## config.mk

```make
export PLATFORM = sky130hd
export DESIGN_NAME = mme_job_fifo
export DESIGN_NICKNAME = d
export VERILOG_FILES = /design/src/design/median_and_mad_engine_macros.svh /design/src/design/mme_pkg.sv /design/src/design/mme_job_fifo.sv
export SDC_FILE = /design/constraint.sdc
export NUM_CORES = 1
export LEC_CHECK = 0
export BUFFER_PORTS_ARGS = -buffer_cell sky130_fd_sc_hd__buf_2
export CAP_MARGIN = 20
export CORE_AREA = 2 2 56 58
export CTS_CLUSTER_SIZE = 16
export DETAILED_ROUTE_END_ITERATION = 10
export DIE_AREA = 0 0 58 60
export PLACE_DENSITY_LB_ADDON = 0.15
export RECOVER_POWER = 25
export SYNTH_ARGS = -nofsm -noshare
export SYNTH_HDL_FRONTEND = slang
export SYNTH_SLANG_ARGS = --single-unit
```

## constraint.sdc

```tcl
create_clock -name clk -period 3 [get_ports clk]
set_input_delay 0.3 -clock clk [delete_from_list [all_inputs] [get_ports clk]]
set_output_delay 0.3 -clock clk [all_outputs]
set_load 0.1 [all_outputs]
```

## src/design/median_and_mad_engine_macros.svh

```systemverilog
// Assertion macros shared by the median / MAD engine modules.
`ifndef MEDIAN_AND_MAD_ENGINE_MACROS_SVH
`define MEDIAN_AND_MAD_ENGINE_MACROS_SVH
`ifndef NO_ASSERTIONS
`define MME_ASSERT(lbl, clk, rst, prop) \
  lbl: assert property (@(posedge clk) disable iff (rst) prop) else $error("assertion failed");
`define MME_ASSERT_ALWAYS(lbl, clk, prop) \
  lbl: assert property (@(posedge clk) prop) else $error("assertion failed");
`else
`define MME_ASSERT(lbl, clk, rst, prop)
`define MME_ASSERT_ALWAYS(lbl, clk, prop)
`endif
`endif

```

## src/design/mme_pkg.sv

```systemverilog
// Shared types and constants for the median / MAD engine.
package mme_pkg;

  localparam int CNT_BITS = 13;

  typedef struct packed {
    logic [CNT_BITS-1:0] count;
    logic                drop;
  } job_t;

  typedef enum logic [1:0] {
    ST_IDLE,
    ST_RUN,
    ST_NEXT,
    ST_DONE
  } back_state_t;

endpackage

```

## src/design/mme_job_fifo.sv

```systemverilog
// Two-entry queue of batch descriptors between the load and compute sides.
module mme_job_fifo (
  input  logic         clk,
  input  logic         rst,
  input  logic         push,
  input  mme_pkg::job_t push_data,
  input  logic         pop,
  output mme_pkg::job_t pop_data,
  output logic         empty,
  output logic         full
);

  mme_pkg::job_t entry [2];
  logic          wr_ptr;
  logic          rd_ptr;
  logic [1:0]    used;

  assign empty    = (used == 2'd0);
  assign full     = (used == 2'd2);
  assign pop_data = entry[rd_ptr];

  always_ff @(posedge clk) begin
    if (push && !full) begin
      entry[wr_ptr] <= push_data;
    end
  end

  always_ff @(posedge clk) begin
    if (rst) begin
      wr_ptr <= 1'b0;
      rd_ptr <= 1'b0;
      used   <= 2'd0;
    end else begin
      if (push && !full) wr_ptr <= ~wr_ptr;
      if (pop && !empty) rd_ptr <= ~rd_ptr;
      case ({push && !full, pop && !empty})
        2'b10:   used <= used + 2'd1;
        2'b01:   used <= used - 2'd1;
        default: used <= used;
      endcase
    end
  end

endmodule

```

Word level (Yosys, flattened, before mapping)
Memory sizes are Yosys's and may differ from the RTL's. A register that Yosys moved wholly into a read port is not among the register bits.
Index checks and enable logic that the tools add are counted.

storage, ports and cells
  register bits after elaboration = 4
  memories = 1
  bits of input ports = 18
  memory bits (writable) = 28
  word-level logic and storage cells = 22

operators by class
  reductions and logical operators = 6
  mux-type cells = 5
  $add $sub $neg = 2
  bitwise logic cells = 2
  equal/unequal tests = 3

memories
  name   words  bits a word  rd ports  clocked after Yosys merged registers in  write ports  RTL line            source
  entry  2      14           1         1                                        1            mme_job_fifo.sv:13  mme_pkg::job_t entry [2];

operators with widths
  operator             number
  $eq 2x2->1 const B   2
  $mux 1               4
  $pmux 2 s2           1
  $add 2x1->2 const B  1
  $eq 2x1->1 const B   1
  $logic_and 1x1->1    2
  $logic_not 1->1      2
  $logic_not 2->1      1
  $not 1->1            2
  $reduce_bool 2->1    1
  $sub 2x1->2 const B  1

Logic depth before layout (Yosys ltp)
  depth in word-level cells = 5
  depth in mapped cells = 6

Worst setup path after synthesis
No wires, ideal clock.

  path kind = reg2out
  start point = register used[1]
  end point = output port empty
  stages on the path, launching flop included = 2
  data required time = 2.700 ns
  arrival time = 1.596 ns
  buffers on the path = 0
  path slack = 1.104 ns
  cell sequence = dfxtp_1 nor2_1

between the ends
  longest elaborated chain between the ends = 1

RTL lines
  what                    RTL line            source
  from (decl)             mme_job_fifo.sv:16  logic [1:0] used;
  from (signal assigned)  mme_job_fifo.sv:37  2'b10: used <= used + 2'd1;
  from (signal assigned)  mme_job_fifo.sv:38  2'b01: used <= used - 2'd1;
  from (signal assigned)  mme_job_fifo.sv:39  default: used <= used;
  $logic_not 2->1         mme_job_fifo.sv:18  assign empty = (used == 2'd0);
  to (decl)               mme_job_fifo.sv:9   output logic empty,

Every way passes these cells.

==> out/summary.txt <==
outcome -> finished clean
Worst EP arrival -> 1.75 ns
dpl hpwl -> 1309 um
Hold Path Class -> in -> reg
Die ar. -> 3480 um^2
largest area contributor in the netlist -> edfxtp_1
Wirelength per Cell -> 13.42 um
Synth top area share -> 68.50%
FF/Latch Area -> 940.9 um^2
unrepaired setup endpoints after global routing -> false
Post-Synthesis Cells -> 69
grt met1 use -> 12.66%
met2 Usage GRT -> 19.81%
layout cells sized above 1 -> 48.62%
crit path kind -> reg -> out
Post-CTS Hold Buffers -> 0
number of port buffers -> 33
FF+latch count, synth -> 33
DR pass1 iterations -> 4
antenna violations before repair -> 0
Final Net Count -> 127
postcts setup bufs -> 0
Final period util -> 68.42%
post-synthesis sequential area ratio -> 76.66%
number of global-route vias before repair -> 662
CTS Sinks -> 33
antenna viol nets, final -> 0
Crit. End Element -> output pin
Boundary Pins -> 34
Hold Fails Final Rpt -> 0
largest net degree at the start of global routing -> 15
Warnings, synthesis -> 0
Crit path max-delay family -> flip-flops
DRC -> 0
GP Congestion -> 0.6368
final non-filler cell total -> 142
crit-path cells -> mux2_2, buf_2
global route overflow -> 0
grt met3 use -> 6.710%
Setup violations, final -> 0
synth-to-layout area growth -> 20.29%
top cells by area, synth -> edfxtp_1, mux2_2, dfxtp_1
CTS resizes -> 0
Max stage delay on crit path -> 0.73 ns
Routed WL -> 1906 um
via/cell ratio -> 4.761
Die H -> 60 um
clk_skew -> 0.004496 ns
worst-path fanout max -> 14
CTS tree -> done
GRT Overall Usage -> 12.26%
placed cells -> 134
worst-margin pin slew -> 0.6892 ns
top cells by count, synth -> edfxtp_1, mux2_2, dfxtp_1
Cell Area, Synth -> 1227 um^2
post-route worst setup slack -> 0.9473 ns
Final TNS setup -> 0 ns
Max Cap Viol -> 0
CP max stage cell -> dfxtp_1
placeable core region -> 2903 um^2
CTS Root Cell -> clkbuf_4
synthesized area per cell -> 17.79 um^2
CTS buffer count -> 5
Worst-Skew Late Latency -> 0.32 ns
die width -> 58 um
max_slew headroom -> 54.05%
crit path time final -> 2.053 ns
FMAX -> 487.2 MHz
GRT Max-Usage Layer -> met2
Layout fillers -> 264
initial core utilization -> 42.28%
Rows -> 20
n_diodes -> 0
drt initial violations -> 21
deepest clock path buffer count -> 2
CTS clk-pin slew, worst paths -> 0.09 ns
Synth cell types -> 17
pre-CTS setup slack -> 1.207 ns
top-count cell post-synth -> edfxtp_1
Critical Path Start Type -> flop
first-pass GRT wire length -> 2911 um
EDFF count, synth -> 28
Post-synth top flop -> edfxtp_1
asr flop ratio synth -> 0%
CP required -> 2.70 ns
WP buf/inv -> 1
max-slew violations -> 0
number of H-tree levels -> 2
hold_ws -> 0.1582 ns
Multi-input gate area -> 270.3 um^2
syn nets -> 88
DR vias -> 676
-- layout by cell type (no fill, tap or decap), drive strengths merged --
cell,instances
or3,2
buf,32
edfxtp,28
xnor2,2
dfxtp,5
nor2,4
o21a,1
o21ai,2
mux2,14
ha,1
inv,3
and3,1
xor2,1
nand2b,1
clkbuf,9
a21oi,2
nand2,1
-- area by class of cell --
| cell class | instances | share of cell area (%) |
|---|---|---|
| multi-input cells | 32 | 18.31 |
| inverters | 3 | 0.7627 |
| repair buffers | 33 | 11.10 |
| clock buffers | 8 | 3.305 |
| well taps | 33 | 2.797 |
| flip-flops and latches | 33 | 63.73 |
-- layer usage --
layer | share of wire (%) | routed length [um]
met2 | 48 | 919
met4 | 2.2 | 42
met3 | 6.8 | 129
met5 | 0 | 0
met1 | 43 | 814
-- final timing paths --
| path | to | cells past startpoint | slack, ns | startpoint |
|---|---|---|---|---|
| max | pop_data[4] | 2 | 0.95 | flop |
| min | entry[0][11] | 1 | 0.16 | push_data[11] |
| max reg2reg | entry[0][1] | 4 | 1.23 | used[0] |
| min reg2reg | wr_ptr | 2 | 0.49 | wr_ptr |
-- logic make-up after synthesis --
logic type | synth area share, %
DFF | 76.66
muxes | 12.84
and+or+nand+nor | 3.771
AOI/OAI and AO/OA | 2.243
buffers and inverters | 1.325
xor gates and xnor gates | 2.141
adders and majority gates | 1.019
-- worst reg2reg max path, stage by stage, from the launching register on --
cell	delay, ns
dfxtp_1	0.42
nand2b_2	0.18
inv_2	0.04
or3_1	0.33
inv_1	0.44
-- metrics by stage --
step / cell area, um^2 / util [%]
after detailed placement: 1429 / 49.22
after CTS: 1478 / 50.91
after global routing: 1476 / 50.86
after floorplan: 1227 / -
after global placement: 1429 / 49.22
final: 1476 / 50.86
-- state kept, by name, indices dropped and copies added (netlist names), named ones only --
register	flops
used	2
entry	28
wr_ptr	1
rd_ptr	1
Power is left out: the tool's default activity adds up to more than one toggle a clock period on the data nets, which glitch-free logic cannot reach.
