$ cat config.mk
export PLATFORM = sky130hd
export DESIGN_NAME = mme_back
export DESIGN_NICKNAME = d
export VERILOG_FILES = /design/src/design/mme_pkg.sv /design/src/design/mme_back.sv
export VERILOG_INCLUDE_DIRS = /design/src /design/src/design
export SDC_FILE = /design/constraint.sdc
export NUM_CORES = 1
export LEC_CHECK = 0
export BUFFER_PORTS_ARGS = -buffer_cell sky130_fd_sc_hd__buf_2
export CORE_MARGIN = 4
export CORE_UTILIZATION = 45
export DETAILED_ROUTE_END_ITERATION = 10
export GPL_ROUTABILITY_DRIVEN = 0
export GPL_TIMING_DRIVEN = 0
export SETUP_SLACK_MARGIN = 0.4
export SLEW_MARGIN = 30
export SYNTH_ARGS = -nofsm -noshare
export SYNTH_HDL_FRONTEND = slang
export SYNTH_SLANG_ARGS = --single-unit
$ cat constraint.sdc
create_clock -name clk -period 7.1 [get_ports clk]
set_input_delay 2.13 -clock clk [delete_from_list [all_inputs] [get_ports clk]]
set_output_delay 2.13 -clock clk [all_outputs]
set_load 0.05 [all_outputs]
$ cat src/design/median_and_mad_engine_macros.svh
// Assertion macros shared by the median / MAD engine modules.
`ifndef MEDIAN_AND_MAD_ENGINE_MACROS_SVH
`define MEDIAN_AND_MAD_ENGINE_MACROS_SVH
`ifndef NO_ASSERTIONS
`define MME_ASSERT(lbl, clk, rst, prop) \
  lbl: assert property (@(posedge clk) disable iff (rst) prop) else $error("assertion failed");
`define MME_ASSERT_ALWAYS(lbl, clk, prop) \
  lbl: assert property (@(posedge clk) prop) else $error("assertion failed");
`else
`define MME_ASSERT(lbl, clk, rst, prop)
`define MME_ASSERT_ALWAYS(lbl, clk, prop)
`endif
`endif

$ cat src/design/mme_pkg.sv
// Shared types and constants for the median / MAD engine.
package mme_pkg;

  localparam int CNT_BITS = 13;

  typedef struct packed {
    logic [CNT_BITS-1:0] count;
    logic                drop;
  } job_t;

  typedef enum logic [1:0] {
    ST_IDLE,
    ST_RUN,
    ST_NEXT,
    ST_DONE
  } back_state_t;

endpackage

$ cat src/design/mme_back.sv
// Compute side: bitwise radix selection of the median, then of the deviations.
`include "median_and_mad_engine_macros.svh"
module mme_back #(
  parameter int MAX_SAMPLES = 512,
  parameter int SAMPLE_BITS = 20,
  parameter int AW          = $clog2(MAX_SAMPLES),
  parameter int CW          = $clog2(MAX_SAMPLES + 1)
) (
  input  logic                   clk,
  input  logic                   rst,
  input  logic                   job_empty,
  input  mme_pkg::job_t          job_data,
  output logic                   job_pop,
  output logic [AW-1:0]          rd_addr,
  input  logic [SAMPLE_BITS-1:0] rd_data,
  output logic                   batch_done,
  output logic                   out_valid,
  input  logic                   out_ready,
  output logic [SAMPLE_BITS:0]   out_median,
  output logic [SAMPLE_BITS+1:0] out_mad,
  output logic [CW-1:0]          out_count,
  output logic                   out_drop
);

  localparam int VW = SAMPLE_BITS + 1;
  localparam int BW = $clog2(VW);

  mme_pkg::back_state_t state, state_next;

  logic          phase, phase_next;
  logic [BW-1:0] bitn, bitn_next;
  logic [CW-1:0] idx, idx_next;
  logic [CW-1:0] n, n_next;
  logic          drop, drop_next;
  logic [CW-1:0] ra, ra_next, rb, rb_next;
  logic [CW-1:0] ca, ca_next, cb, cb_next;
  logic [VW-1:0] pa, pa_next, pb, pb_next;
  logic [VW-1:0] med2, med2_next;
  logic [VW:0]   mad4, mad4_next;
  logic          rd_valid, rd_last;
  logic          issue;
  logic [VW-1:0] x2, dev, v, low_mask;
  logic          match_a, match_b;
  logic          bit_a, bit_b;
  logic [VW-1:0] pa_set, pb_set;
  logic [CW-1:0] half, rank_lo;
  logic          load_out;

  assign rd_addr  = idx[AW-1:0];
  assign issue    = (state == mme_pkg::ST_RUN) && (idx < n);
  assign x2       = {rd_data, 1'b0};
  assign dev      = (x2 >= med2) ? x2 - med2 : med2 - x2;
  assign v        = phase ? dev : {1'b0, rd_data};
  assign low_mask = (VW'(2) << bitn) - VW'(1);
  assign match_a  = (((v ^ pa) & ~low_mask) == '0) && !v[bitn];
  assign match_b  = (((v ^ pb) & ~low_mask) == '0) && !v[bitn];
  assign bit_a    = !(ra < ca);
  assign bit_b    = !(rb < cb);
  assign pa_set   = pa | (VW'(bit_a) << bitn);
  assign pb_set   = pb | (VW'(bit_b) << bitn);
  assign half     = n >> 1;
  assign rank_lo  = n[0] ? half : half - CW'(1);

  always_comb begin
    state_next = state;
    phase_next = phase;
    bitn_next  = bitn;
    idx_next   = idx;
    n_next     = n;
    drop_next  = drop;
    ra_next    = ra;
    rb_next    = rb;
    ca_next    = ca;
    cb_next    = cb;
    pa_next    = pa;
    pb_next    = pb;
    med2_next  = med2;
    mad4_next  = mad4;
    job_pop    = 1'b0;
    load_out   = 1'b0;
    case (state)
      mme_pkg::ST_IDLE: begin
        if (!job_empty) begin
          job_pop    = 1'b1;
          n_next     = CW'(job_data.count);
          drop_next  = job_data.drop;
          ra_next    = job_data.count[0] ? CW'(job_data.count >> 1)
                                         : CW'(job_data.count >> 1) - CW'(1);
          rb_next    = CW'(job_data.count >> 1);
          phase_next = 1'b0;
          bitn_next  = BW'(VW - 1);
          idx_next   = '0;
          ca_next    = '0;
          cb_next    = '0;
          pa_next    = '0;
          pb_next    = '0;
          state_next = mme_pkg::ST_RUN;
        end
      end
      mme_pkg::ST_RUN: begin
        if (issue) idx_next = idx + CW'(1);
        if (rd_valid) begin
          if (match_a) ca_next = ca + CW'(1);
          if (match_b) cb_next = cb + CW'(1);
          if (rd_last) state_next = mme_pkg::ST_NEXT;
        end
      end
      mme_pkg::ST_NEXT: begin
        idx_next = '0;
        ca_next  = '0;
        cb_next  = '0;
        if (bit_a) ra_next = ra - ca;
        if (bit_b) rb_next = rb - cb;
        pa_next    = pa_set;
        pb_next    = pb_set;
        bitn_next  = bitn - BW'(1);
        state_next = mme_pkg::ST_RUN;
        if (bitn == '0) begin
          if (!phase) begin
            med2_next  = pa_set + pb_set;
            phase_next = 1'b1;
            bitn_next  = BW'(VW - 1);
            pa_next    = '0;
            pb_next    = '0;
            ra_next    = rank_lo;
            rb_next    = half;
          end else begin
            mad4_next  = {1'b0, pa_set} + {1'b0, pb_set};
            state_next = mme_pkg::ST_DONE;
          end
        end
      end
      mme_pkg::ST_DONE: begin
        if (!out_valid || out_ready) begin
          load_out   = 1'b1;
          state_next = mme_pkg::ST_IDLE;
        end
      end
      default: state_next = mme_pkg::ST_IDLE;
    endcase
  end

  assign batch_done = load_out;

  always_ff @(posedge clk) begin
    if (rst) begin
      state     <= mme_pkg::ST_IDLE;
      rd_valid  <= 1'b0;
      out_valid <= 1'b0;
    end else begin
      state    <= state_next;
      rd_valid <= issue;
      if (load_out) begin
        out_valid <= 1'b1;
      end else if (out_ready) begin
        out_valid <= 1'b0;
      end
    end
  end

  always_ff @(posedge clk) begin
    phase   <= phase_next;
    bitn    <= bitn_next;
    idx     <= idx_next;
    n       <= n_next;
    drop    <= drop_next;
    ra      <= ra_next;
    rb      <= rb_next;
    ca      <= ca_next;
    cb      <= cb_next;
    pa      <= pa_next;
    pb      <= pb_next;
    med2    <= med2_next;
    mad4    <= mad4_next;
    rd_last <= (idx == n - CW'(1));
    if (load_out) begin
      out_median <= med2;
      out_mad    <= mad4;
      out_count  <= n;
      out_drop   <= drop;
    end
  end

  `MME_ASSERT(a_read_in_run, clk, rst, rd_valid |-> state == mme_pkg::ST_RUN)
  `MME_ASSERT(a_load_free, clk, rst, load_out |-> !(out_valid && !out_ready))
  `MME_ASSERT(a_count_nonzero, clk, rst, (state == mme_pkg::ST_RUN) |-> n != '0)

endmodule

# [Word level (Yosys, flattened, before mapping)]
# Cells that the tools add are included.
[op_classes] add_sub_neg=14 order_cmp=5 n_eq_ne=12 shifts=3 mux=52 bitwise=9 reduce_logical=24
[ops] operator="two-way mux 10 bit" count=16
[ops] operator="two-way mux 21 bit" count=7
[ops] operator="one-hot mux 10 bit (3 select lines)" count=3
[ops] operator="one-hot mux 21 bit (2 select lines)" count=2
[ops] operator="bitwise AND 21 bit" count=2
[ops] operator="logical NOT 21 bit" count=2
[ops] operator="bitwise OR 21 bit" count=2
[ops] operator="<< shifter 1 x 5 -> 21 bit" count=2
[ops] operator="subtractor 21 bit" count=2
[ops] operator="XOR 21 bit" count=2
[ops] operator="one-hot mux 10 bit (2 select lines)" count=2
[ops] operator="adder 10 x 1 -> 10 bit (second input constant)" count=3
[ops] operator="< comparator 10 bit" count=3
[ops] operator="adder 21 x 21 -> 22 bit" count=1
[ops] operator="adder 21 bit" count=1
[ops] operator="greater-or-equal comparator 21 bit" count=1
[ops] operator="NOT 21 bit" count=1
[ops] operator="<< shifter 2 x 5 -> 21 bit (first input constant)" count=1
[ops] operator="subtractor 21 x 2 -> 21 bit (second input constant)" count=1
[ops] operator="subtractor 10 x 1 -> 10 bit (second input constant)" count=2
[ops] operator="subtractor 10 bit" count=2
[ops] operator="inequality test 2 bit (second input constant)" count=8
[ops] operator="two-way mux 5 bit" count=3
[ops] operator="two-way mux 2 bit" count=6
[ops] operator="other kinds (22)" count=44
[word_totals] reg_bits=211 inputBits=38 out_inout_bits=66 word_cells=140

# [Logic depth before layout (Yosys ltp)]
# Gate-level depths: netlist of the first run.
[depth] word_depth=10 ltp_mapped=19 ltp_nobuf=19

# [Least setup slack after synthesis of the first run]
# No wires, ideal clock.
[synth_path] path_kind="input -> output" startpoint="in out_ready" endpoint="out batch_done" t_arrival_ns=5.351 required_time_ns=4.970 path_slack_ns=-0.381 path_stages=2 path_buffers=0 path_cell_list="nand2b_1 -> nor2b_1"
[synth_via] elab_chain_cells=3
[synth_rtl] item="start, declared" line_no="mme_back.sv:18" text="input logic out_ready,"
[synth_rtl] item="logical OR 1 bit" line_no="mme_back.sv:134" text="if (!out_valid || out_ready) begin"
[synth_rtl] item="two-way mux 1 bit" line_no="mme_back.sv:134"
[synth_rtl] item="two-way mux 1 bit" line_no="mme_back.sv:81" text="case (state)"
[synth_rtl] item="end, declared" line_no="mme_back.sv:16" text="output logic batch_done,"
# No other way between the ends.

# [Worst setup path after layout of the first run]
[layout_path] startpoint="in rd_data[0]" endpoint="reg cb[1], enable pin"
[layout_via] elab_chain_cells=9 word_cells_on_any_way=14 cone_classes="add/sub: 2; order compare: 1; eq/ne: 1; mux: 4; bitwise: 2; reduce/logical: 4"
[layout_rtl] item="start, declared" line_no="mme_back.sv:15" text="input logic [SAMPLE_BITS-1:0] rd_data,"
[layout_rtl] item="subtractor 21 bit or greater-or-equal comparator 21 bit (tied branches)" line_no="mme_back.sv:52" text="assign dev = (x2 >= med2) ? x2 - med2 : med2 - x2;"
[layout_rtl] item="two-way mux 21 bit" line_no="mme_back.sv:52"
[layout_rtl] item="two-way mux 21 bit *" line_no="mme_back.sv:53" text="assign v = phase ? dev : {1'b0, rd_data};"
[layout_rtl] item="binary-select mux 1 bit (select 5 bit) or XOR 21 bit (tied branches)" line_no="mme_back.sv:56" text="assign match_b = (((v ^ pb) & ~low_mask) == '0) && !v[bitn];"
[layout_rtl] item="two-way mux 1 bit (implied by the code) or bitwise AND 21 bit (tied branches)" line_no="mme_back.sv:56"
[layout_rtl] item="logical NOT 1 bit or logical NOT 21 bit (tied branches)" line_no="mme_back.sv:56"
[layout_rtl] item="logical AND 1 bit *" line_no="mme_back.sv:56"
[layout_rtl] item="inequality test 2 bit (no source line) *"
[layout_rtl] item="AND reduction 4 bit (no source line) *"
[layout_rtl] item="end signal, assigned" line_no="mme_back.sv:170" text="cb <= cb_next;"
[layout_rtl] item="end, declared" line_no="mme_back.sv:36" text="logic [CW-1:0] ca, ca_next, cb, cb_next;"
# Mark *: on every way between the ends. The rest lies on a longest branch, timed or not. The select of a mux whose other input is x is not followed.
# A chain may end at the register's enable or synchronous reset.

==> results of run 1 <==
final cells by class:
| class | instances | area share [%] |
|---|---|---|
| tap | 448 | 3.16 |
| sequential | 211 | 35.4 |
| clock inverter | 16 | 1.06 |
| clock buffer | 31 | 3.89 |
| multi-input combinational | 1255 | 48.4 |
| timing repair buffer | 108 | 3.80 |
| buffer | 79 | 2.12 |
| inverter | 101 | 2.15 |
cells in the mapped netlist (44+ instances only):
library cell	n	area, um^2
nand2_1	122	458
nor2_1	149	559
clkbuf_1	49	184
and2_1	46	288
a21o_1	44	330
nand3_1	53	265
a21oi_1	94	470
ha_1	97	1210
edfxtp_1	206	6190
xor2_1	60	526
inv_1	101	379
xnor2_1	94	823
o21ai_0	96	480
state kept, by name (all words and copies together) (netlist names), 21 cells and up:
name / count
mad4: 22
out_mad: 22
med2: 21
out_median: 21
pa: 21
pb: 21
where the power goes:
part	internal (mW)	switching (mW)	leakage, nW
combinational	0.300	0.532	4.59
clock	0.837	0.540	0.417
sequential	1.44	0.0551	1.98
total	2.58	1.13	6.99
logic make-up after synthesis:
family / after synthesis
AOI/OAI and AO/OA: 450
muxes: 21
and+or+nand+nor: 529
buffers and inverters: 180
adders and majority gates: 101
xor gates and xnor gates: 154
DFF: 211
layer usage:
layer / share of wire (%) / GRT usage, % / up-vias / wire, um
met4: 4.9 / 10.5 / 0 / 2330
met3: 6.7 / 3.68 / 131 / 3210
met5: 0 / 0 / - / 0
met2: 46 / 39.6 / 557 / 21700
li1: - / - / 6285 / -
met1: 43 / 31.9 / 6370 / 20300
metrics by stage:
stage	util [%]	instance area (um^2)	hold WS (ps)
6_report	52.4	17800	412
5_1_grt	52.4	17800	422
4_1_cts	52.3	17700	414
3_5_place_dp	49.7	16800	405
3_3_place_gp	49.2	16600	401
2_1_floorplan	-	15600	400
worst max path at each step:
stage,to,slack [ps],cells after the start
global placement,cb[1],-1050,16
global route,cb[3],490,17
floorplan,cb[0],840,14
CTS,cb[3],420,16
detailed placement,cb[1],-340,16
finish,cb[1],740,17
repair_timing:
| item | in CTS | in global routing |
|---|---|---|
| pin swaps | 0 | 1 |
| buffers inserted | 0 | 1 |
| setup endpoints to repair | 10 | 10 |
| gates resized for setup | 1 | 1 |
cell usage in the layout (no fill, tap or decap), drive strengths merged, types with 10 or more instances in the layout:
cell type,netlist,final
xnor2,94,94
o21a,15,15
nand2,123,123
ha,97,97
clkbuf,49,80
nand3,53,53
o21bai,10,10
nor4,13,13
a31oi,21,21
buf,30,138
o211ai,32,32
and3,19,19
a211oi,20,20
nor2,150,150
nand4,14,14
nor2b,17,17
nor3,41,41
and2,46,46
nand2b,23,23
a31o,14,14
xor2,60,60
o21ai,100,100
edfxtp,206,206
or3,11,11
mux2i,18,18
inv,101,102
a21oi,98,98
a21o,44,44
o2111ai,11,11
==> metrics.md, run 1 <==
| Metric | Value |
|---|---|
| Post-synth EDFFs | roughly 200 |
| R2R Setup Slk | 950 ps |
| Worst ir drop on vdd | 0.204 mV |
| Status | complete, no violations |
| Vias per std cell | 5.93 |
| Worst Reg-to-Reg Cells | 19 |
| Vias | 13300 |
| R2R Path Start | bitn[1] |
| Drt total wl | 47600 um |
| Max_slew headroom | 41.7% |
| DP HPWL | between 30000 and 40000 um |
| Largest family of logic cells by synthesized area | compound AO/OA/AOI/OAI gates |
| Clock Tree Root | clkbuf_16 |
| Power, Total | 3.71 mW |
| Hold Violations, Final | 0 |
| Drt wl/cell | 21.2 um |
| Crit path DAT | 6670 ps |
| Initial core utilization | a little under half |
| Critical Path RT | 7400 ps |
| Worst Setup Start Kind | input port |
| Fillers | 3216 |
| Vias in the first global route | 13000 |
| Synth Area in Compound Gates | about 20% |
| Worst skew pair latency | 550 ps |
| Simple-gate portion of the synthesized area | 16.8% |
| Final cell count without fillers | ~2200 |
| Worst setup path category | in -> reg |
| DRC | 0 |
| Worst-margin pin slew | approximately 880 ps |
| Setup crit end kind | flop |
| Share of synthesized cell area in full adder, half adder and majority cells | under 10% |
| Layout cell share with drive strength beyond 1 | 12.7% |
| Post-synthesis cell type count | 93 |
| Core Region | 33900 um^2 |
| Slowest stage delay, CP | around 500 ps |
| Cell area after synthesis | roughly 16000 um^2 |
| Grt total ovfl | 0 |
| F_max | approximately 160 MHz |
| Tightest Hold Check Type | reg -> reg |
| Power density cells | around 210 nW/um^2 |
| Yosys Warn Count | 0 |
| Avg Cell Area, Syn | 9.46 um^2 |
| XOR/XNOR Fraction of Synth Area | a little under 9% |
| DP Cell Count | 2201 |
| Slew Limit Fails | 0 |
| Max Root-Sink Buffers | 3 |
| H-tree Lvls | 1 |
| Multi-input logic area | 8590 um^2 |
| Flip-flop and latch area | 6290 um^2 |
| # diodes | 0 |
| Largest net degree at the start of global routing | 49 |
| Leak | 6.99 nW |
| # port buffers | roughly 100 |
| Ports | 104 |
| Global-route wire length before repair | 73200 um |
| Final setup fails | 0 |
| # Max-Cap Violations | 0 |
| Cts hold-fix bufs | 0 |
| Post-route antenna net violation count | 0 |
| Layout Nets | around 1900 |
| Post-place setup slack | -341 ps |
| Crit-path cells | buf_2, ha_1, fa_1, a21oi_1, a211oi_1, o21bai_1, a21o_1, nand2_2, buf_6, o21ai_0, mux2i_1, a211oi_1, a211oi_1, nor4_1, a211o_1, o31ai_4, buf_12 |
| Sequential area share after synthesis | 40.4% |
| Most frequent CP cell | a211oi_1 |
| Worst path bufs/invs | 3 |
| Setup_tns | 0 ps |
| Synth Instances | 1646 |
| CTS tree | yes |
| Tmin final | 6360 ps |
| Die Wd | 194 um |
| Cell family with the largest share of critical-path delay | compound AO/OA/AOI/OAI gates |
| Initial DRC count | ~1200 |
| Worst hold start | mad4[1] |
| P&R area growth vs syn | 14.0% |
| Min setup slack post-route | 736 ps |
| Total die area | roughly 38000 um^2 |
| Worst-path fanout max | 10 |
| CP Launch Point | rd_data[0] |
| CTS sink count | roughly 210 |
| Syn_nets | 1785 |
| Pre-antenna DRT Iters | 8 |
| RSZ-0062 raised after global routing | false |
| Ys async rst share | 0% |
| WHS Endpoint | out_mad[1] |
| Num CTS Buffers | 26 |
| Post-route clock period utilization | between 80% and 90% |
| Row Count | 67 |
| CTS clk-pin slew, worst paths | 60 ps |
| Post-synthesis mux area share | approximately 1.5% |
| Initial antenna violation count | 0 |
| Fin Clk Skew | around 18 ps |
| Die height | about 190 um |
| Slowest CP cell | fa_1 |
| Synth Flop Type | edfxtp_1 |
| Worst R2R End | cb[1] |
| GRT Total Usage | 24.1% |
| Worst Hold Depth | 0 |
| FF+latch count, synth | 211 |
No activity file was read; power rests on OpenSTA's default activity.
==> run 2: changes to the inputs <==
==> constraint.sdc (replaced) <==
create_clock -name clk -period 7.1 [get_ports clk]
set_input_delay 1.065 -clock clk [delete_from_list [all_inputs] [get_ports clk]]
set_output_delay 1.065 -clock clk [all_outputs]
set_load 0.05 [all_outputs]
==> run 2 against run 1 <==
Net effect:
- register-to-register slack lost 190 ps
- clock-buffer cell count decreased by 4
- final cell count hardly changed
- fmax up 0.31%
- design area down 0.44%
- critical path depth rose by 2
==> metrics.md, run 2 (synthesized netlist as in run 1, its figures left out) <==
| Metric | Value |
|---|---|
| Status | complete, no violations |
| Ports | 104 |
| Layout Nets | about 1900 |
| Worst-path fanout max | 10 |
| Leading cell types in the layout, fill and taps excluded | edfxtp_1 (206), nor2_1 (146), nand2_1 (122) |
| Power density cells | approximately 200 nW/um^2 |
| Crit path DAT | 6590 ps |
| Initial antenna violation count | 0 |
| F_max | 158 MHz |
| RSZ-0062 raised after global routing | false |
| Setup crit end kind | flop |
| Worst hold start | mad4[5] |
| CP Launch Point | bitn[1] |
| Post-route antenna net violation count | 0 |
| Critical Path RT | roughly 7400 ps |
| P&R area growth vs syn | 13.5% |
| Initial DRC count | 1135 |
| Clock Tree Root | clkbuf_16 |
| Die height | 194 um |
| Pre-antenna DRT Iters | 7 |
| DRC | 0 |
| Initial core utilization | between 40% and 50% |
| Top flop regs | mad4 (22), out_mad (22) |
| H-tree Lvls | 1 |
| Fillers | roughly 3200 |
| Largest net degree at the start of global routing | 45 |
| Worst Setup Start Kind | flop |
| Core Region | 33900 um^2 |
| Total die area | about 38000 um^2 |
| Min setup slack post-route | 756 ps |
| Leak | 6.95 nW |
| Vias per std cell | 5.94 |
| Die Wd | 194 um |
| Final setup fails | 0 |
| Max Root-Sink Buffers | 3 |
| # Max-Cap Violations | 0 |
| Most common cell after layout, fill and taps aside | edfxtp_1 |
| Placed instance area | approximately 17000 um^2 |
| Layout cell share with drive strength beyond 1 | approximately 13% |
| Slew Limit Fails | 0 |
| CTS sink count | 211 |
| DP Cell Count | 2201 |
| GRT Total Usage | approximately 24% |
| Grt total ovfl | 0 |
| Final instance area | 17700 um^2 |
| Vias in the first global route | between 10000 and 15000 |
| Drt wl/cell | 21.2 um |
| Tmin final | 6340 ps |
| Hold Violations, Final | 0 |
| Final cell count without fillers | roughly 2200 |
| Post-place setup slack | 564 ps |
| Worst setup path category | reg -> reg |
| CTS tree | yes |
| Row Count | 67 |
| Worst-margin pin slew | 929 ps |
| Num CTS Buffers | 25 |
| # diodes | 0 |
| R2R Path Start | bitn[1] |
| Post-route clock period utilization | 89.4% |
| Global-route wire length before repair | 73600 um |
| Fin Clk Skew | approximately 15 ps |
| CTS clk-pin slew, worst paths | about 60 ps |
| # port buffers | 101 |
| Drt total wl | 47600 um |
| Vias | around 13000 |
| Setup_tns | 0 ps |
| Max_slew headroom | 38.1% |
| DP HPWL | 36900 um |
| Worst ir drop on vdd | 0.190 mV |
| Tightest Hold Check Type | reg -> reg |
| Worst skew pair latency | 540 ps |
[run 2: cell types whose count changed in the layout (fill, tap and decap cells not counted), sizes merged]
cell	change
bufinv	-1
clkbuf	-4
clkinv	+1
clkinvlp	+2
[run 2: area by class of cell]
cell class | count | area [um^2] | share of cell area [%]
plain buffers | 79 | 377 | 2.13
well taps | 448 | 561 | 3.17
flip-flops and latches | 211 | 6290 | 35.6
repair buffers | 108 | 667 | 3.77
clock inverters | 18 | 180 | 1.02
multi-input cells | 1255 | 8590 | 48.6
clock buffers | 27 | 633 | 3.58
inverters | 101 | 382 | 2.16
[run 2: worst max-delay path, cell delays in order, from the launching register on]
cell and delay, ps:
edfxtp_1 450, clkbuf_1 330, inv_1 310, ha_1 210, clkbuf_1 390, clkbuf_1 460, nand2_1 370, ha_1 420
nand3_1 110, o21ai_0 90, a211oi_1 600, o32ai_1 180, a21oi_1 150, o211ai_1 100, nor4_1 290, o211ai_1 140
a2111oi_1 620, o2111ai_1 320, o31ai_4 320, buf_12 180
[run 2: path summary, 6_finish.rpt]
path / to / slack, ps / cells past startpoint
worst max-delay path: cb[2] / 760 / 19
worst min-delay path: out_mad[5] / 420 / 0
worst max register to register: cb[2] / 760 / 19
worst min register to register: out_mad[5] / 420 / 0
[run 2: metal layers]
| layer | track usage [%] | vias up | routed length (um) |
|---|---|---|---|
| met5 | 0 | - | 0 |
| met2 | 40.9 | 528 | 22500 |
| li1 | - | 6303 | - |
| met1 | 32.3 | 6416 | 20200 |
| met4 | 8.65 | 0 | 1860 |
| met3 | 3.09 | 111 | 3090 |
[run 2: what timing repair did]
item,in CTS,in global routing
hold buffers,0,0
endpoints found under the setup margin,0,10
buffers inserted,0,1
gates resized for setup,0,1
[run 2: through the flow]
stage	power [mW]	util (%)	hold slack (ps)
floorplan	2.09	-	400
global placement	2.32	49.1	401
detailed placement	2.34	49.7	405
CTS	3.64	52.1	415
global route	3.78	52.2	426
finish	3.62	52.2	417
[run 2: where the power goes]
part           leakage (nW)  internal, mW  switching [mW]
clock network         0.383         0.754           0.538
logic                  4.58         0.299           0.535
registers              1.98          1.44          0.0544
total                  6.95          2.50            1.13
